## src/hdl/wpsu_pkg.sv

```systemverilog
// ----------------------------------------------------------------------------
// wpsu_pkg
// Shared types and constants for the WAV PCM sample unpacker.
// ----------------------------------------------------------------------------
package wpsu_pkg;

  localparam logic [5:0]  HDR_BYTES   = 6'd44;
  localparam logic [15:0] PCM_FORMAT  = 16'd1;
  localparam logic [15:0] WIDE_BITS   = 16'd16;
  localparam logic [15:0] NARROW_BITS = 16'd8;
  localparam logic [15:0] STEREO_CH   = 16'd2;
  localparam logic [7:0]  BYTE_OFFSET = 8'd128;

  localparam logic [2:0] ST_OK        = 3'd0;
  localparam logic [2:0] ST_SHORT     = 3'd1;
  localparam logic [2:0] ST_BAD_TAG   = 3'd2;
  localparam logic [2:0] ST_NOT_PCM   = 3'd3;
  localparam logic [2:0] ST_BAD_DEPTH = 3'd4;

  localparam logic [31:0] TAG_RIFF = 32'h4646_4952;  // "RIFF", first char low
  localparam logic [31:0] TAG_WAVE = 32'h4556_4157;  // "WAVE", first char low

  localparam int OUT_TDATA_W = 104;

  typedef struct packed {
    logic        done;
    logic        hvalid;
    logic [2:0]  stop;
    logic [31:0] rate;
    logic [15:0] chans;
    logic [15:0] bits;
    logic [31:0] len;
  } hdr_info_t;

  typedef struct packed {
    logic zero_pair;
    logic eof;
  } hdr_evt_t;

  typedef struct packed {
    logic        valid;
    logic [15:0] left;
    logic [15:0] right;
  } smp_t;

  function automatic logic [15:0] widen8(input logic [7:0] b);
    widen8 = {b ^ BYTE_OFFSET, 8'h00};
  endfunction

endpackage

```

## src/hdl/wpsu_hdr.sv

```systemverilog
// ----------------------------------------------------------------------------
// wpsu_hdr
// Canonical 44-byte RIFF header parser: tag checks, field capture, status.
// ----------------------------------------------------------------------------
module wpsu_hdr (
  input  logic                clk,
  input  logic                rst_n,
  input  logic                step,
  input  logic [7:0]          byte_in,
  input  logic                file_end,
  output wpsu_pkg::hdr_info_t hdr_cur,
  output wpsu_pkg::hdr_info_t hdr_nxt,
  output wpsu_pkg::hdr_evt_t  evt
);
  import wpsu_pkg::*;

  logic [5:0]  cnt_r, cnt_nxt;
  logic        tags_r, tags_nxt;
  logic [15:0] fmt_r, fmt_nxt;
  logic [15:0] chans_r, chans_nxt;
  logic [31:0] rate_r, rate_nxt;
  logic [15:0] bits_r, bits_nxt;
  logic [31:0] len_r, len_nxt;
  logic [2:0]  stop_r, stop_nxt;
  logic        done_r;
  logic [7:0]  tag_byte;

  assign done_r = (cnt_r == HDR_BYTES);

  always_comb begin
    cnt_nxt   = cnt_r;
    tags_nxt  = tags_r;
    fmt_nxt   = fmt_r;
    chans_nxt = chans_r;
    rate_nxt  = rate_r;
    bits_nxt  = bits_r;
    len_nxt   = len_r;
    stop_nxt  = stop_r;
    evt       = '0;
    tag_byte  = (cnt_r < 6'd4) ? TAG_RIFF[{cnt_r[1:0], 3'b000} +: 8]
                               : TAG_WAVE[{cnt_r[1:0], 3'b000} +: 8];
    if (step && !done_r) begin
      if (cnt_r < 6'd4 || (cnt_r >= 6'd8 && cnt_r < 6'd12)) begin
        if (byte_in != tag_byte) tags_nxt = 1'b0;
      end else if (cnt_r == 6'd20 || cnt_r == 6'd21) begin
        fmt_nxt[{cnt_r[0], 3'b000} +: 8] = byte_in;
      end else if (cnt_r == 6'd22 || cnt_r == 6'd23) begin
        chans_nxt[{cnt_r[0], 3'b000} +: 8] = byte_in;
      end else if (cnt_r >= 6'd24 && cnt_r < 6'd28) begin
        rate_nxt[{cnt_r[1:0], 3'b000} +: 8] = byte_in;
      end else if (cnt_r == 6'd34 || cnt_r == 6'd35) begin
        bits_nxt[{cnt_r[0], 3'b000} +: 8] = byte_in;
      end else if (cnt_r >= 6'd40) begin
        len_nxt[{cnt_r[1:0], 3'b000} +: 8] = byte_in;
      end
      cnt_nxt = cnt_r + 6'd1;
      if (cnt_nxt == HDR_BYTES) begin
        if (!tags_nxt) begin
          stop_nxt = ST_BAD_TAG;
        end else if (fmt_nxt != PCM_FORMAT) begin
          stop_nxt = ST_NOT_PCM;
        end else if (len_nxt != 32'd0 && bits_nxt != WIDE_BITS &&
                     bits_nxt != NARROW_BITS) begin
          stop_nxt      = ST_BAD_DEPTH;
          evt.zero_pair = 1'b1;
        end else if (file_end) begin
          evt.eof = 1'b1;
        end
      end else if (file_end) begin
        stop_nxt = ST_SHORT;
      end
    end
  end

  always_ff @(posedge clk) begin
    if (!rst_n) begin
      cnt_r   <= '0;
      tags_r  <= 1'b1;
      fmt_r   <= '0;
      chans_r <= '0;
      rate_r  <= '0;
      bits_r  <= '0;
      len_r   <= '0;
      stop_r  <= ST_OK;
    end else begin
      cnt_r   <= cnt_nxt;
      tags_r  <= tags_nxt;
      fmt_r   <= fmt_nxt;
      chans_r <= chans_nxt;
      rate_r  <= rate_nxt;
      bits_r  <= bits_nxt;
      len_r   <= len_nxt;
      stop_r  <= stop_nxt;
    end
  end

  assign hdr_cur.done   = done_r;
  assign hdr_cur.hvalid = done_r && tags_r && (fmt_r == PCM_FORMAT);
  assign hdr_cur.stop   = stop_r;
  assign hdr_cur.rate   = rate_r;
  assign hdr_cur.chans  = chans_r;
  assign hdr_cur.bits   = bits_r;
  assign hdr_cur.len    = len_r;

  assign hdr_nxt.done   = (cnt_nxt == HDR_BYTES);
  assign hdr_nxt.hvalid = (cnt_nxt == HDR_BYTES) && tags_nxt && (fmt_nxt == PCM_FORMAT);
  assign hdr_nxt.stop   = stop_nxt;
  assign hdr_nxt.rate   = rate_nxt;
  assign hdr_nxt.chans  = chans_nxt;
  assign hdr_nxt.bits   = bits_nxt;
  assign hdr_nxt.len    = len_nxt;

  a_cnt_bound: assert property (@(posedge clk) disable iff (!rst_n)
    cnt_r <= HDR_BYTES)
    else $error("header count past header length");

  a_done_sticky: assert property (@(posedge clk) disable iff (!rst_n)
    done_r |=> done_r)
    else $error("header done dropped");

  a_stop_sticky: assert property (@(posedge clk) disable iff (!rst_n)
    (done_r && stop_r != ST_OK) |=> $stable(stop_r))
    else $error("stop code changed after stop");

endmodule

```

## src/hdl/wpsu_data.sv

```systemverilog
// ----------------------------------------------------------------------------
// wpsu_data
// Data section: byte position tracking and little-endian frame assembly.
// ----------------------------------------------------------------------------
module wpsu_data (
  input  logic                clk,
  input  logic                rst_n,
  input  logic                step,
  input  logic [7:0]          byte_in,
  input  logic                file_end,
  input  wpsu_pkg::hdr_info_t hdr_cur,
  input  wpsu_pkg::hdr_info_t hdr_nxt,
  input  wpsu_pkg::hdr_evt_t  evt,
  output wpsu_pkg::smp_t      smp,
  output logic                data_done
);
  import wpsu_pkg::*;

  logic [31:0] pos_r, pos_nxt, pos_inc;
  logic [1:0]  fidx_r, fidx_nxt;
  logic [23:0] fbytes_r, fbytes_nxt;
  logic        stereo, wide, active, frame_end;
  logic [2:0]  flen;
  logic [31:0] full;

  assign stereo    = (hdr_cur.chans == STEREO_CH);
  assign wide      = (hdr_cur.bits == WIDE_BITS);
  assign flen      = wide ? (stereo ? 3'd4 : 3'd2) : (stereo ? 3'd2 : 3'd1);
  assign active    = step && hdr_cur.done && (hdr_cur.stop == ST_OK) &&
                     (pos_r < hdr_cur.len);
  assign frame_end = ({1'b0, fidx_r} + 3'd1) >= flen;
  assign full      = {8'h00, fbytes_r} | ({24'h0, byte_in} << {fidx_r, 3'b000});
  assign pos_inc   = pos_r + 32'd1;

  always_comb begin
    pos_nxt    = pos_r;
    fidx_nxt   = fidx_r;
    fbytes_nxt = fbytes_r;
    smp        = '0;
    if (evt.eof) begin
      pos_nxt = hdr_nxt.len;
    end else if (active) begin
      pos_nxt = pos_inc;
      if (frame_end) begin
        smp.valid = 1'b1;
        if (wide) begin
          smp.left  = full[15:0];
          smp.right = stereo ? full[31:16] : full[15:0];
        end else begin
          smp.left  = widen8(full[7:0]);
          smp.right = stereo ? widen8(full[15:8]) : widen8(full[7:0]);
        end
        fidx_nxt   = 2'd0;
        fbytes_nxt = '0;
      end else begin
        fidx_nxt   = fidx_r + 2'd1;
        fbytes_nxt = full[23:0];
      end
      if (pos_inc >= hdr_cur.len || file_end) begin
        pos_nxt    = hdr_cur.len;
        fidx_nxt   = 2'd0;
        fbytes_nxt = '0;
      end
    end
  end

  assign data_done = pos_nxt >= hdr_nxt.len;

  always_ff @(posedge clk) begin
    if (!rst_n) begin
      pos_r    <= '0;
      fidx_r   <= '0;
      fbytes_r <= '0;
    end else begin
      pos_r    <= pos_nxt;
      fidx_r   <= fidx_nxt;
      fbytes_r <= fbytes_nxt;
    end
  end

  a_no_data_before_hdr: assert property (@(posedge clk) disable iff (!rst_n)
    !hdr_cur.done |-> (fidx_r == 2'd0))
    else $error("frame bytes collected during header");

  a_idx_in_frame: assert property (@(posedge clk) disable iff (!rst_n)
    hdr_cur.done |-> ({1'b0, fidx_r} < flen))
    else $error("frame index beyond frame length");

  a_pos_bound: assert property (@(posedge clk) disable iff (!rst_n)
    hdr_cur.done |-> (pos_r <= hdr_cur.len))
    else $error("data position past data length");

endmodule

```

## src/hdl/wav_pcm_sample_unpacker.sv

```systemverilog
// ----------------------------------------------------------------------------
// wav_pcm_sample_unpacker
// From input request to result request: input register, then result register.
// Throughput: one byte per cycle, one result each, while out_tready takes results.
// Header parse and frame assembly are single-pass logic between the two.
// Reset (rst_n low, synchronous) clears parser state and both valid flags.
// ----------------------------------------------------------------------------
module wav_pcm_sample_unpacker (
  input  logic                                 clk,
  input  logic                                 rst_n,
  input  logic                                 in_tvalid,
  output logic                                 in_tready,
  input  logic [7:0]                           in_tdata,   // byte_in
  input  logic                                 in_tlast,   // file_end
  output logic                                 out_tvalid,
  input  logic                                 out_tready,
  // left_sample[15:0], right_sample[31:16], sample_valid[32], header_valid[33],
  // status[36:34], finished[37], header_rate[69:38], channel_count[85:70],
  // sample_bits[101:86], zero pad[103:102]
  output logic [wpsu_pkg::OUT_TDATA_W-1:0]     out_tdata
);
  import wpsu_pkg::*;

  logic                   in_valid_r;
  logic [7:0]             byte_r;
  logic                   last_r;
  logic                   out_valid_r;
  logic [OUT_TDATA_W-1:0] out_data_r, out_data_nxt;
  logic                   out_free, go;
  logic                   data_done, fin;
  hdr_info_t              hdr_cur, hdr_nxt;
  hdr_evt_t               evt;
  smp_t                   smp;

  assign out_free  = !out_valid_r || out_tready;
  assign go        = in_valid_r && out_free;
  assign in_tready = !in_valid_r || out_free;

  always_ff @(posedge clk) begin
    if (!rst_n) begin
      in_valid_r <= 1'b0;
    end else if (in_tvalid && in_tready) begin
      in_valid_r <= 1'b1;
    end else if (go) begin
      in_valid_r <= 1'b0;
    end
  end

  always_ff @(posedge clk) begin
    if (in_tvalid && in_tready) begin
      byte_r <= in_tdata;
      last_r <= in_tlast;
    end
  end

  wpsu_hdr u_hdr (
    .clk      (clk),
    .rst_n    (rst_n),
    .step     (go),
    .byte_in  (byte_r),
    .file_end (last_r),
    .hdr_cur  (hdr_cur),
    .hdr_nxt  (hdr_nxt),
    .evt      (evt)
  );

  wpsu_data u_data (
    .clk       (clk),
    .rst_n     (rst_n),
    .step      (go),
    .byte_in   (byte_r),
    .file_end  (last_r),
    .hdr_cur   (hdr_cur),
    .hdr_nxt   (hdr_nxt),
    .evt       (evt),
    .smp       (smp),
    .data_done (data_done)
  );

  assign fin = (hdr_nxt.stop != ST_OK) || (hdr_nxt.done && data_done);

  assign out_data_nxt = {2'b00, hdr_nxt.bits, hdr_nxt.chans, hdr_nxt.rate, fin,
                         hdr_nxt.stop, hdr_nxt.hvalid, smp.valid || evt.zero_pair,
                         smp.right, smp.left};

  always_ff @(posedge clk) begin
    if (!rst_n) begin
      out_valid_r <= 1'b0;
    end else if (go) begin
      out_valid_r <= 1'b1;
    end else if (out_tready) begin
      out_valid_r <= 1'b0;
    end
  end

  always_ff @(posedge clk) begin
    if (go) begin
      out_data_r <= out_data_nxt;
    end
  end

  assign out_tvalid = out_valid_r;
  assign out_tdata  = out_data_r;

  a_no_step_stalled: assert property (@(posedge clk) disable iff (!rst_n)
    (out_valid_r && !out_tready) |-> !go)
    else $error("result overwritten while stalled");

  a_sample_needs_hdr: assert property (@(posedge clk) disable iff (!rst_n)
    go && (smp.valid || evt.zero_pair) |-> hdr_nxt.hvalid)
    else $error("sample produced without valid header");

  a_err_finished: assert property (@(posedge clk) disable iff (!rst_n)
    go && (hdr_nxt.stop != ST_OK) |-> fin)
    else $error("error status without finished");

  a_one_source: assert property (@(posedge clk) disable iff (!rst_n)
    !(smp.valid && evt.zero_pair))
    else $error("frame sample and zero pair together");

endmodule
```

## config.mk

```make
export PLATFORM = sky130hd
export DESIGN_NAME = wav_pcm_sample_unpacker
export DESIGN_NICKNAME = d
export VERILOG_FILES = /design/src/hdl/wpsu_pkg.sv /design/src/hdl/wpsu_hdr.sv /design/src/hdl/wpsu_data.sv /design/src/hdl/wav_pcm_sample_unpacker.sv
export SDC_FILE = /design/constraint.sdc
export NUM_CORES = 1
export LEC_CHECK = 0
export ABC_AREA = 1
export BUFFER_PORTS_ARGS = -buffer_cell sky130_fd_sc_hd__buf_4
export CORE_ASPECT_RATIO = 0.7
export CORE_MARGIN = 5
export CORE_UTILIZATION = 60
export DETAILED_ROUTE_END_ITERATION = 12
export PLACE_DENSITY = 0.88
export RECOVER_POWER = 100
export SYNTH_ARGS = -nofsm -noshare
export SYNTH_HDL_FRONTEND = slang
export SYNTH_SLANG_ARGS = --single-unit
export TNS_END_PERCENT = 5
```

## constraint.sdc

```tcl
create_clock -name clk -period 16.6 [get_ports clk]
set_input_delay 3.32 -clock clk [delete_from_list [all_inputs] [get_ports clk]]
set_output_delay 3.32 -clock clk [all_outputs]
set_load 0.005 [all_outputs]
```

### After elaboration in Yosys (flattened, before gate mapping)

Index checks and enable logic that the tools add are counted.

| operators by class | value |
|---|---|
| reduce and logical (&&, ||, !) cells | 33 |
| add/subtract/negate cells | 6 |
| muxes and demuxes | 72 |
| $lt $le $gt $ge | 10 |
| bitwise logic cells | 7 |
| shift-type cells | 7 |
| equal/unequal tests | 16 |

Operators with widths:

| kind | number |
|---|---|
| $mux 32 | 17 |
| $mux 16 | 17 |
| $mux 33 | 3 |
| $bwmux 32 | 2 |
| $ge 32x32->1 | 2 |
| $shiftx 32x6->8 const A | 2 |
| $bwmux 16 | 3 |
| $mux 24 | 2 |
| $add 32x1->32 const B | 1 |
| $lt 32x32->1 | 1 |
| $or 24x32->32 | 1 |
| $reduce_bool 32->1 | 1 |
| $shift 8x7->32 const A | 1 |
| $shiftx 8x7->32 | 1 |
| $shl 8x5->32 | 1 |
| $eq 6x6->1 const B | 5 |
| $eq 6x5->1 const B | 4 |
| $mux 3 | 8 |
| $eq 16x1->1 const B | 1 |
| $eq 16x2->1 const B | 1 |
| $eq 16x5->1 const B | 1 |
| $ne 16x1->1 const B | 1 |
| $ne 16x4->1 const B | 1 |
| $ne 16x5->1 const B | 1 |
| other kinds (29) | 73 |

| storage, ports and cells | value |
|---|---|
| register bits after elaboration | 293 |
| bits of input ports | 13 |
| word-level logic and storage cells | 169 |

### Longest topological paths before layout

Gate-level depths: netlist of run 1.

| logic depth | value |
|---|---|
| depth in word-level cells | 22 |
| mapped depth | 37 |

### Hierarchy

Synthesis of run 1 repeated with hierarchy kept, for this count alone.

| second synthesis, totals | value |
|---|---|
| cells, all modules | 2578 |
| area, all modules | 18192.4 µm² |

Modules (own cells, without submodules):

| module | instances | cells each | area each (µm²) |
|---|---|---|---|
| wpsu_hdr | 1 | 1204 | 7408.4 |
| wpsu_data | 1 | 1243 | 7318.3 |
| wav_pcm_sample_unpacker | 1 | 131 | 3465.8 |

### Least setup slack after synthesis of run 1

OpenSTA, ideal clock, no wires.

| timing | value |
|---|---|
| kind | input-to-reg |
| start | input out_tready |
| end | register out_data_r[37] (netlist: out_tdata[37]) (data pin) |
| path slack | 8.229 ns |
| cell stages on the path | 26 |
| buffers on the path | 2 |
| arrival time | 8.105 ns |
| cells stage by stage | inv_1 > nand2_1 > nand2_1 > inv_1 > nand2_2 > inv_2 > buf_2 > buf_1 > nand3_1 > o21ai_1 > nand4_1 > nand2_1 > inv_1 > ha_1 > a21oi_1 > o21ai_0 > nand2_1 > o211ai_1 > nand2_1 > nand2_1 > nand2_1 > nand3_1 > nand2_1 > inv_1 > a21oi_1 > nand3_1 |

| between the ends | value |
|---|---|
| longest elaborated chain between the ends | 10 |
| elaborated cells on any way between the ends | 17 |
| classes of those cells | order compare (1); eq/ne (1); mux (6); reduce/logical (9) |

Ends and longest elaborated chain:

| item | line | RTL |
|---|---|---|
| from (decl) | wav_pcm_sample_unpacker.sv:16 | `input logic out_tready,` |
| $logic_or 1x1->1 (*) | wav_pcm_sample_unpacker.sv:35 | `assign out_free = !out_valid_r \|\| out_tready;` |
| $logic_and 1x1->1 (*) | wav_pcm_sample_unpacker.sv:36 | `assign go = in_valid_r && out_free;` |
| via go | wav_pcm_sample_unpacker.sv:29 | `logic out_free, go;` |
| $logic_and 1x1->1 (3 in series) | wpsu_data.sv:29 | `assign active = step && hdr_cur.done && (hdr_cur.stop == ST_OK) &&` |
| $mux 32 | wpsu_data.sv:42 | `end else if (active) begin` |
| $mux 32 (*) | wpsu_data.sv:40 | `if (evt.eof) begin` |
| via u_data.pos_nxt[3] | wpsu_data.sv:19 | `logic [31:0] pos_r, pos_nxt, pos_inc;` |
| $ge 32x32->1 (*) | wpsu_data.sv:67 | `assign data_done = pos_nxt >= hdr_nxt.len;` |
| $logic_and 1x1->1 (*) | wav_pcm_sample_unpacker.sv:80 | `assign fin = (hdr_nxt.stop != ST_OK) \|\| (hdr_nxt.done && data_done);` |
| $logic_or 1x1->1 (*) | wav_pcm_sample_unpacker.sv:80 |  |
| via fin | wav_pcm_sample_unpacker.sv:30 | `logic data_done, fin;` |
| to (signal assigned) | wav_pcm_sample_unpacker.sv:98 | `out_data_r <= out_data_nxt;` |
| to (decl) | wav_pcm_sample_unpacker.sv:28 | `logic [OUT_TDATA_W-1:0] out_data_r, out_data_nxt;` |

Mark *: on every way through the listed nets, which the timed path passes. The rest lies on a longest branch.
A chain may end at the register's enable or synchronous reset.

### Worst setup path in the final report of run 1

Same ends and word-level chain as after synthesis.

==> results of run 1 <==
-- registers in the layout, indices dropped and copies added (netlist names) --
name,count
u_hdr.fmt_r,16
u_hdr.rate_r,32
u_hdr.stop_r,3
u_hdr.len_r,32
u_hdr.bits_r,16
out_tvalid,1
out_tdata,102
u_hdr.cnt_r,6
u_hdr.chans_r,16
u_data.fidx_r,2
last_r,1
byte_r,8
in_valid_r,1
u_data.pos_r,32
u_data.fbytes_r,24
u_hdr.tags_r,1
-- kinds of logic (layout without fill, tap and decap cells) --
kind of cell	Yosys count	after routing
AND/OR/NAND/NOR	1241	1241
buffers and inverters	477	542
AO/OA/AOI/OAI	358	358
flip-flops	293	293
adder cells (fa/ha/maj)	109	109
XOR/XNOR	28	28
multiplexers	3	3
other	1	2
-- path summary, 6_finish.rpt --
| path | endpoint | slack, ps | depth (start not counted) |
|---|---|---|---|
| max | out_tdata[37] | 5270 | 24 |
| min | u_data.fbytes_r[20] | 450 | 2 |
| max reg2reg | out_tdata[37] | 7830 | 22 |
| min reg2reg | u_data.fbytes_r[20] | 450 | 2 |
-- worst max-delay path, cell delays in order --
cell and delay (ps):
clkbuf_4 100, inv_1 60, nand2_1 60, nand2_1 140, clkinvlp_2 1390, nand2_1 630, clkbuf_1 2230, inv_1 440
buf_4 510, o21ai_0 430, nand4_1 140, nand2_1 140, inv_1 60, ha_1 280, nand2_1 70, nor2_1 120
nand2_1 110, nor4_1 820, nand4_1 210, nand3_1 180, nand2_1 60, inv_1 70, a21oi_1 40, nand3_1 70
-- Yosys cell counts (7+ instances only) --
cell type	count	share of area [%]
nand4_1	106	3.7
buf_4	7	0.29
dfxtp_1	182	20
nand3_1	132	3.7
nor2_1	267	5.6
a211oi_1	39	1.6
nor3_1	31	0.86
buf_6	9	0.56
o21ai_1	16	0.44
edfxtp_1	111	18
o21ai_0	124	3.4
nand2_1	617	13
xor2_1	26	1.3
a21oi_1	146	4.1
inv_1	341	7.1
clkbuf_1	65	1.4
ha_1	109	7.6
buf_2	29	0.80
nor4_1	7	0.24
inv_2	14	0.29
or2_2	30	1.0
nand3_2	14	0.78
-- final cells by class --
type / count / area (um^2) / share of cell area, %
multi-input cells: 1741 / 9110 / 46.2
flip-flops and latches: 293 / 6980 / 35.3
inverters: 361 / 1370 / 6.91
repair buffers: 132 / 897 / 4.54
clock buffers: 31 / 701 / 3.55
well taps: 385 / 482 / 2.44
clock inverters: 18 / 208 / 1.05
-- where the power goes --
part | switching, mW | internal (mW) | total (mW)
clock network | 0.286 | 0.368 | 0.654
logic | 0.146 | 0.0608 | 0.207
registers | 0.0154 | 0.770 | 0.786
total | 0.447 | 1.20 | 1.65
-- routing by layer --
layer	up-vias	GRT usage, %	routed length, um
met3	111	7.92	7250
met1	8120	47.7	23600
met2	1077	46.7	22700
met5	-	0	0
li1	8297	-	-
met4	0	5.32	955
-- per-stage QoR --
step / power (mW) / util (%) / cells / worst slack [ps] / instance area [um^2]
floorplan: 0.933 / - / 2511 / 8230 / 18000
global placement: 0.994 / 63.5 / 2912 / 8810 / 19000
detailed placement: 1.00 / 63.5 / 2912 / 8710 / 19000
CTS: 1.64 / 66.6 / 2961 / 9180 / 19900
global route: 1.70 / 66.2 / 2961 / 4520 / 19700
finish: 1.65 / 66.2 / 2961 / 5270 / 19700
==> results.py, run 1 <==
metrics = {
    "status": {
        "outcome": "finished with violations",
        "violations": "max-capacitance violations, max-slew violations",
    },
    "power_and_ir_drop": {
        "leakage_nw": 9.42,
        "vdd_ir_drop_max_uv": 77.7,
        "power_density_nw_per_um2": 83.4,
    },
    "detailed_routing": {
        "drc": 0,
        "post_drt_wl_per_cell_um": 18.4,
        "wl_um": 54500,
        "drt-vias-per-instance": 5.95,
        "drt_pre_antenna_iters": 7,
        "drt_iter0_drc": 2539,
        "vias": 17600,
        "postRouteAntennaNets": 0,
    },
    "yosys": {
        "synth_edf_count": 111,
        "synth_compound_area_share_pct": 11.0,
        "synth_area_um2": 18000,
        "ys_async_sr_fraction_pct": 0,
        "synth-warning-count": 0,
        "yosys.area_share.adder_pct": 7.56,
        "synth.area.mux_share_pct": 0.166,
        "yosysSeqAreaShare_pct": 38.7,
        "synth-simple-area-share_pct": 30.4,
        "synth_top_family_by_area": "simple AND/OR/NAND/NOR gates",
        "yosysUniqueCellTypes": 57,
        "ys_ff_latch": 293,
        "synth_xor_xnor_area_share_pct": 1.36,
        "syn_area_per_cell_um2": 7.19,
        "synth_top_flop_cell": "dfxtp_1",
        "synthCells": 2510,
    },
    "final_layout": {
        "final_cell_mix": "nand2_1 (618), inv_1 (343), nor2_1 (268), dfxtp_1 (182), a21oi_1 (145)",
        "fin_nets": 2678,
        "drive_gt1_share_pct": 9.08,
        "fillers": 2512,
        "n_antenna_cell": 0,
        "area_delta_synth_final_pct": 9.45,
        "layout.cells.most_common": "nand2_1",
    },
    "sta": {
        "tns_ps": 0,
        "slew_headroom_pct": -145,
        "rsz0062_at_grt": "no",
        "fin_skew_ps": 17.1,
        "holdWs_ps": 453,
        "worst_slew_pin_slew_ps": 3670,
        "fin_crit_ps": 11330,
        "setup_viol": 0,
        "fin_crit_sh_pct": 68.3,
        "hold_viol": 0,
        "drv_slew": 364,
        "max_freq_ghz": 0.0883,
    },
    "floorplan": {
        "start_util_pct": 60.5,
        "rows": 53,
        "die_x_um": 217,
        "io_pins": 119,
        "die_h_um": 155,
        "die-area_um2": 33700,
        "core_um2": 29800,
    },
    "placed_design": {
        "dpl.hpwl_um": 40600,
        "port_buffers": 116,
        "gp_congestion": 0.985,
    },
    "worst_hold_path": {
        "worstHoldStart": "u_data.fbytes_r[20]",
        "hold_class": "flip-flop to flip-flop",
    },
    "global_route": {
        "first_global_vias": 16000,
        "grt_pass1_wl_um": 86900,
        "grt_max_degree": 81,
        "globalRouteTotalUtil_pct": 31.6,
        "grt-ovfl-total": 0,
        "antenna_found_initial": 0,
    },
    "clock_tree": {
        "htreeDepth": 1,
        "clock-sinks": 293,
        "clk_pin_slew_worst_paths_ps": 70,
        "post_cts_buffers": 0,
        "cts_hold_buffers": 0,
        "clk_latency_ps": 560,
        "cts_tree": "built",
        "cts_root_buf": "clkbuf_16",
        "ctsLongestPathBuffers": 3,
        "post_cts_resized": 0,
        "numCtsBuffers": 27,
    },
    "setup_path": {
        "worstPathRequired_ps": 17010,
        "critical_path_class": "input port to flip-flop",
        "cp.arrival_ps": 11740,
        "crit_fanout": 78,
        "cp-startpoint": "out_tready",
        "crit_path_start_kind": "input port",
        "worstReg2RegStart": "out_tvalid",
        "critPathCaptureType": "flip-flop",
    },
    "job": {
        "cap_violations": 6,
    },
}
Power figures use the tool's default switching activity.
==> run 2, diff against run 1 <==
- ABC_AREA: 1 -> 0
- PLACE_DENSITY: 0.88 -> 0.89
- clock period: 16.6 -> 11.1 ns (I/O delays scaled with it)
==> run 2 against run 1 <==
- the run still ends with max-capacitance violations, max-slew violations left
- die area fell by 10%
- clock skew rose by 3.6 ps
- synthesized cell count shrank 33%
- cell area down 10%
- sequential share of layout area is 3.9 points higher
- critical endpoint unchanged
- critical path depth decreased by 6
- largest cell class unchanged
- core utilization grew 0.83 points
- final cell count fell by 27%
- combinational power decreased by 43%
- global-route usage is 3.3 points lower
- highest routed layer is now met5
- sequential power grew 45%
==> results.py, run 2 <==
metrics = {
    "status": {
        "outcome": "finished with violations",
        "violations": "max-capacitance violations, max-slew violations",
    },
    "sta": {
        "worst_slew_pin_slew_ps": 3630,
        "max_freq_ghz": 0.119,
        "setup_viol": 0,
        "fin_skew_ps": 20.6,
        "slew_headroom_pct": -142,
        "fin_crit_ps": 8440,
        "rsz0062_at_grt": "no",
        "fin_ws_ps": 2660,
        "tns_ps": 0,
        "hold_viol": 0,
        "fin_crit_sh_pct": 76.0,
        "drv_slew": 251,
    },
    "yosys": {
        "syn_area_per_cell_um2": 9.48,
        "synth-warning-count": 0,
        "synth-simple-area-share_pct": 19.4,
        "synth_area_um2": 16100,
        "synth_top_cell_by_area": "dfxtp_1",
        "synth_edf_count": 111,
        "synth_top_flop_cell": "dfxtp_1",
        "synth_top_family_by_area": "simple AND/OR/NAND/NOR gates",
        "ys_async_sr_fraction_pct": 0,
        "synth_xor_xnor_area_share_pct": 2.07,
        "yosys.area_share.adder_pct": 8.50,
        "yosysUniqueCellTypes": 82,
        "yosysSeqAreaShare_pct": 43.5,
        "synthCells": 1694,
        "synth_common_cells": "dfxtp_1 (182), nor2_1 (172), a21oi_1 (154)",
        "ys_ff_latch": 293,
        "synth.area.mux_share_pct": 5.99,
        "synthTopCellsByArea": "dfxtp_1 (23%), edfxtp_1 (21%), ha_1 (8.5%)",
        "synth.most_common_cell": "dfxtp_1",
        "synth_compound_area_share_pct": 16.7,
        "synth_top_area_share_pct": 22.7,
    },
    "power_and_ir_drop": {
        "vdd_ir_drop_max_uv": 109,
        "leakage_nw": 6.69,
        "power_density_nw_per_um2": 122,
        "p_total_mw": 2.17,
    },
    "final_layout": {
        "final_cell_mix": "dfxtp_1 (182), nor2_1 (172), a21oi_1 (154), nand2_1 (150), edfxtp_1 (111)",
        "layout.cells.most_common": "dfxtp_1",
        "multiInputGateArea_um2": 8340,
        "fillers": 2047,
        "drive_gt1_share_pct": 12.2,
        "largest_reg_flops": 102,
        "regArea_um2": 6980,
        "area_delta_synth_final_pct": 10.7,
        "n_antenna_cell": 0,
        "fin_nets": 1885,
        "fin_cells": 2149,
        "finalInstanceArea_um2": 17800,
    },
    "clock_tree": {
        "post_cts_buffers": 0,
        "numCtsBuffers": 28,
        "ctsLongestPathBuffers": 3,
        "clk_latency_ps": 560,
        "htreeDepth": 1,
        "clk_pin_slew_worst_paths_ps": 70,
        "post_cts_resized": 0,
        "cts_root_buf": "clkbuf_16",
        "cts_tree": "built",
        "cts_hold_buffers": 0,
        "clock-sinks": 293,
    },
    "detailed_routing": {
        "drc": 0,
        "drt_iter0_drc": 1689,
        "drt-vias-per-instance": 6.35,
        "drt_pre_antenna_iters": 5,
        "wl_um": 44000,
        "post_drt_wl_per_cell_um": 20.5,
        "postRouteAntennaNets": 0,
        "vias": 13700,
    },
    "global_route": {
        "grt_max_degree": 72,
        "first_global_vias": 12900,
        "antenna_found_initial": 1,
        "globalRouteTotalUtil_pct": 28.3,
        "grt_pass1_wl_um": 69500,
        "grt-ovfl-total": 0,
    },
    "floorplan": {
        "die_x_um": 206,
        "die_h_um": 147,
        "start_util_pct": 60.5,
        "rows": 50,
        "die-area_um2": 30200,
        "io_pins": 119,
        "core_um2": 26500,
    },
    "placed_design": {
        "dp_slack_ps": 3820,
        "dp_cells": 2097,
        "port_buffers": 116,
        "gp_congestion": 0.997,
        "place_area_um2": 17100,
        "dpl.hpwl_um": 30800,
    },
    "worst_hold_path": {
        "hold_class": "flip-flop to flip-flop",
    },
    "setup_path": {
        "crit_fanout": 38,
        "worstPathRequired_ps": 11400,
        "cpPeakStageDelay_ps": 1430,
        "slowest_stage": "clkinvlp_2",
        "critPathCaptureType": "flip-flop",
        "cp.arrival_ps": 8730,
        "path_cells": "clkbuf_4, nand2b_1, nand2_1, clkinvlp_2, and2_0, clkbuf_1, nand3_1, nor2_1, a21oi_1, a21oi_1, ha_1, a21o_1, a21oi_1, nor2_1, o311ai_0, a311oi_1, o21ai_0, or4b_1",
        "crit_path_start_kind": "input port",
        "critical_path_class": "input port to flip-flop",
        "crit_top_cell": "a21oi_1",
    },
    "job": {
        "cap_violations": 4,
    },
}
==> run 2: changes by cell type in the layout (fill, tap and decap cells not counted), moves of 29 or more <==
cell | previous run | this run
and2_1 | 2 | 53
mux2i_1 | 3 | 51
and2_0 | 1 | 39
o21ai_0 | 134 | 58
or2_2 | 30 | 1
inv_1 | 343 | 51
o211a_2 | 0 | 29
nand2_1 | 618 | 150
nand3_1 | 132 | 35
nor2_1 | 268 | 172
nand4_1 | 106 | 26
==> run 2: power breakdown <==
group          total [mW]  leakage, nW  internal [mW]  switching (mW)
clock network       0.914        0.416          0.488           0.426
registers            1.14         2.47           1.14         0.00807
logic               0.117         3.81         0.0363          0.0808
total                2.17         6.69           1.66           0.515
==> run 2: worst max-delay path, delay by kind of cell <==
family                   cells  cell delay, ps
AND/OR/NAND/NOR              7            2290
buffers and inverters        3            2060
AO/OA/AOI/OAI                7            1810
adder cells (fa/ha/maj)      1             340
==> run 2: path summary, 6_finish.rpt <==
| kind | slack, ps | to | start | cells past startpoint |
|---|---|---|---|---|
| worst min register to register | 470 | u_data.fbytes_r[4] | u_data.fbytes_r[4] | 2 |
| worst max register to register | 3660 | out_tdata[37] | u_data.pos_r[2] | 22 |
| worst max-delay path | 2660 | out_tdata[37] | out_tready | 18 |
| worst min-delay path | 470 | u_data.fbytes_r[4] | u_data.fbytes_r[4] | 2 |
==> run 2: final cells by class <==
cell class                 instances  share of cell area, %
inverter                          53                   1.13
tap                              364                   2.56
sequential                       293                   39.3
multi-input combinational       1249                   46.9
clock inverter                    18                  0.641
clock buffer                      34                   4.25
timing repair buffer             138                   5.24
==> run 2: logic make-up (layout without fill, tap and decap cells) <==
kind of cell / Yosys count / count (layout)
other: 1 / 2
adders and majority gates: 109 / 109
muxes: 91 / 91
AOI/OAI and AO/OA: 390 / 390
DFF: 293 / 293
and+or+nand+nor: 619 / 619
xor gates and xnor gates: 38 / 38
buffers and inverters: 153 / 243
==> run 2: stage by stage <==
stage,utilization (%),hold WS [ps]
finish,67.0,472
global route,67.0,491
CTS,67.9,473
detailed placement,64.6,456
global placement,64.6,448
floorplan,-,438
==> run 2: layer usage <==
layer | GRT usage (%) | wire length [um]
met5 | 0 | 13
met4 | 7.60 | 1010
met3 | 8.94 | 5510
met2 | 41.0 | 18500
met1 | 41.0 | 19000
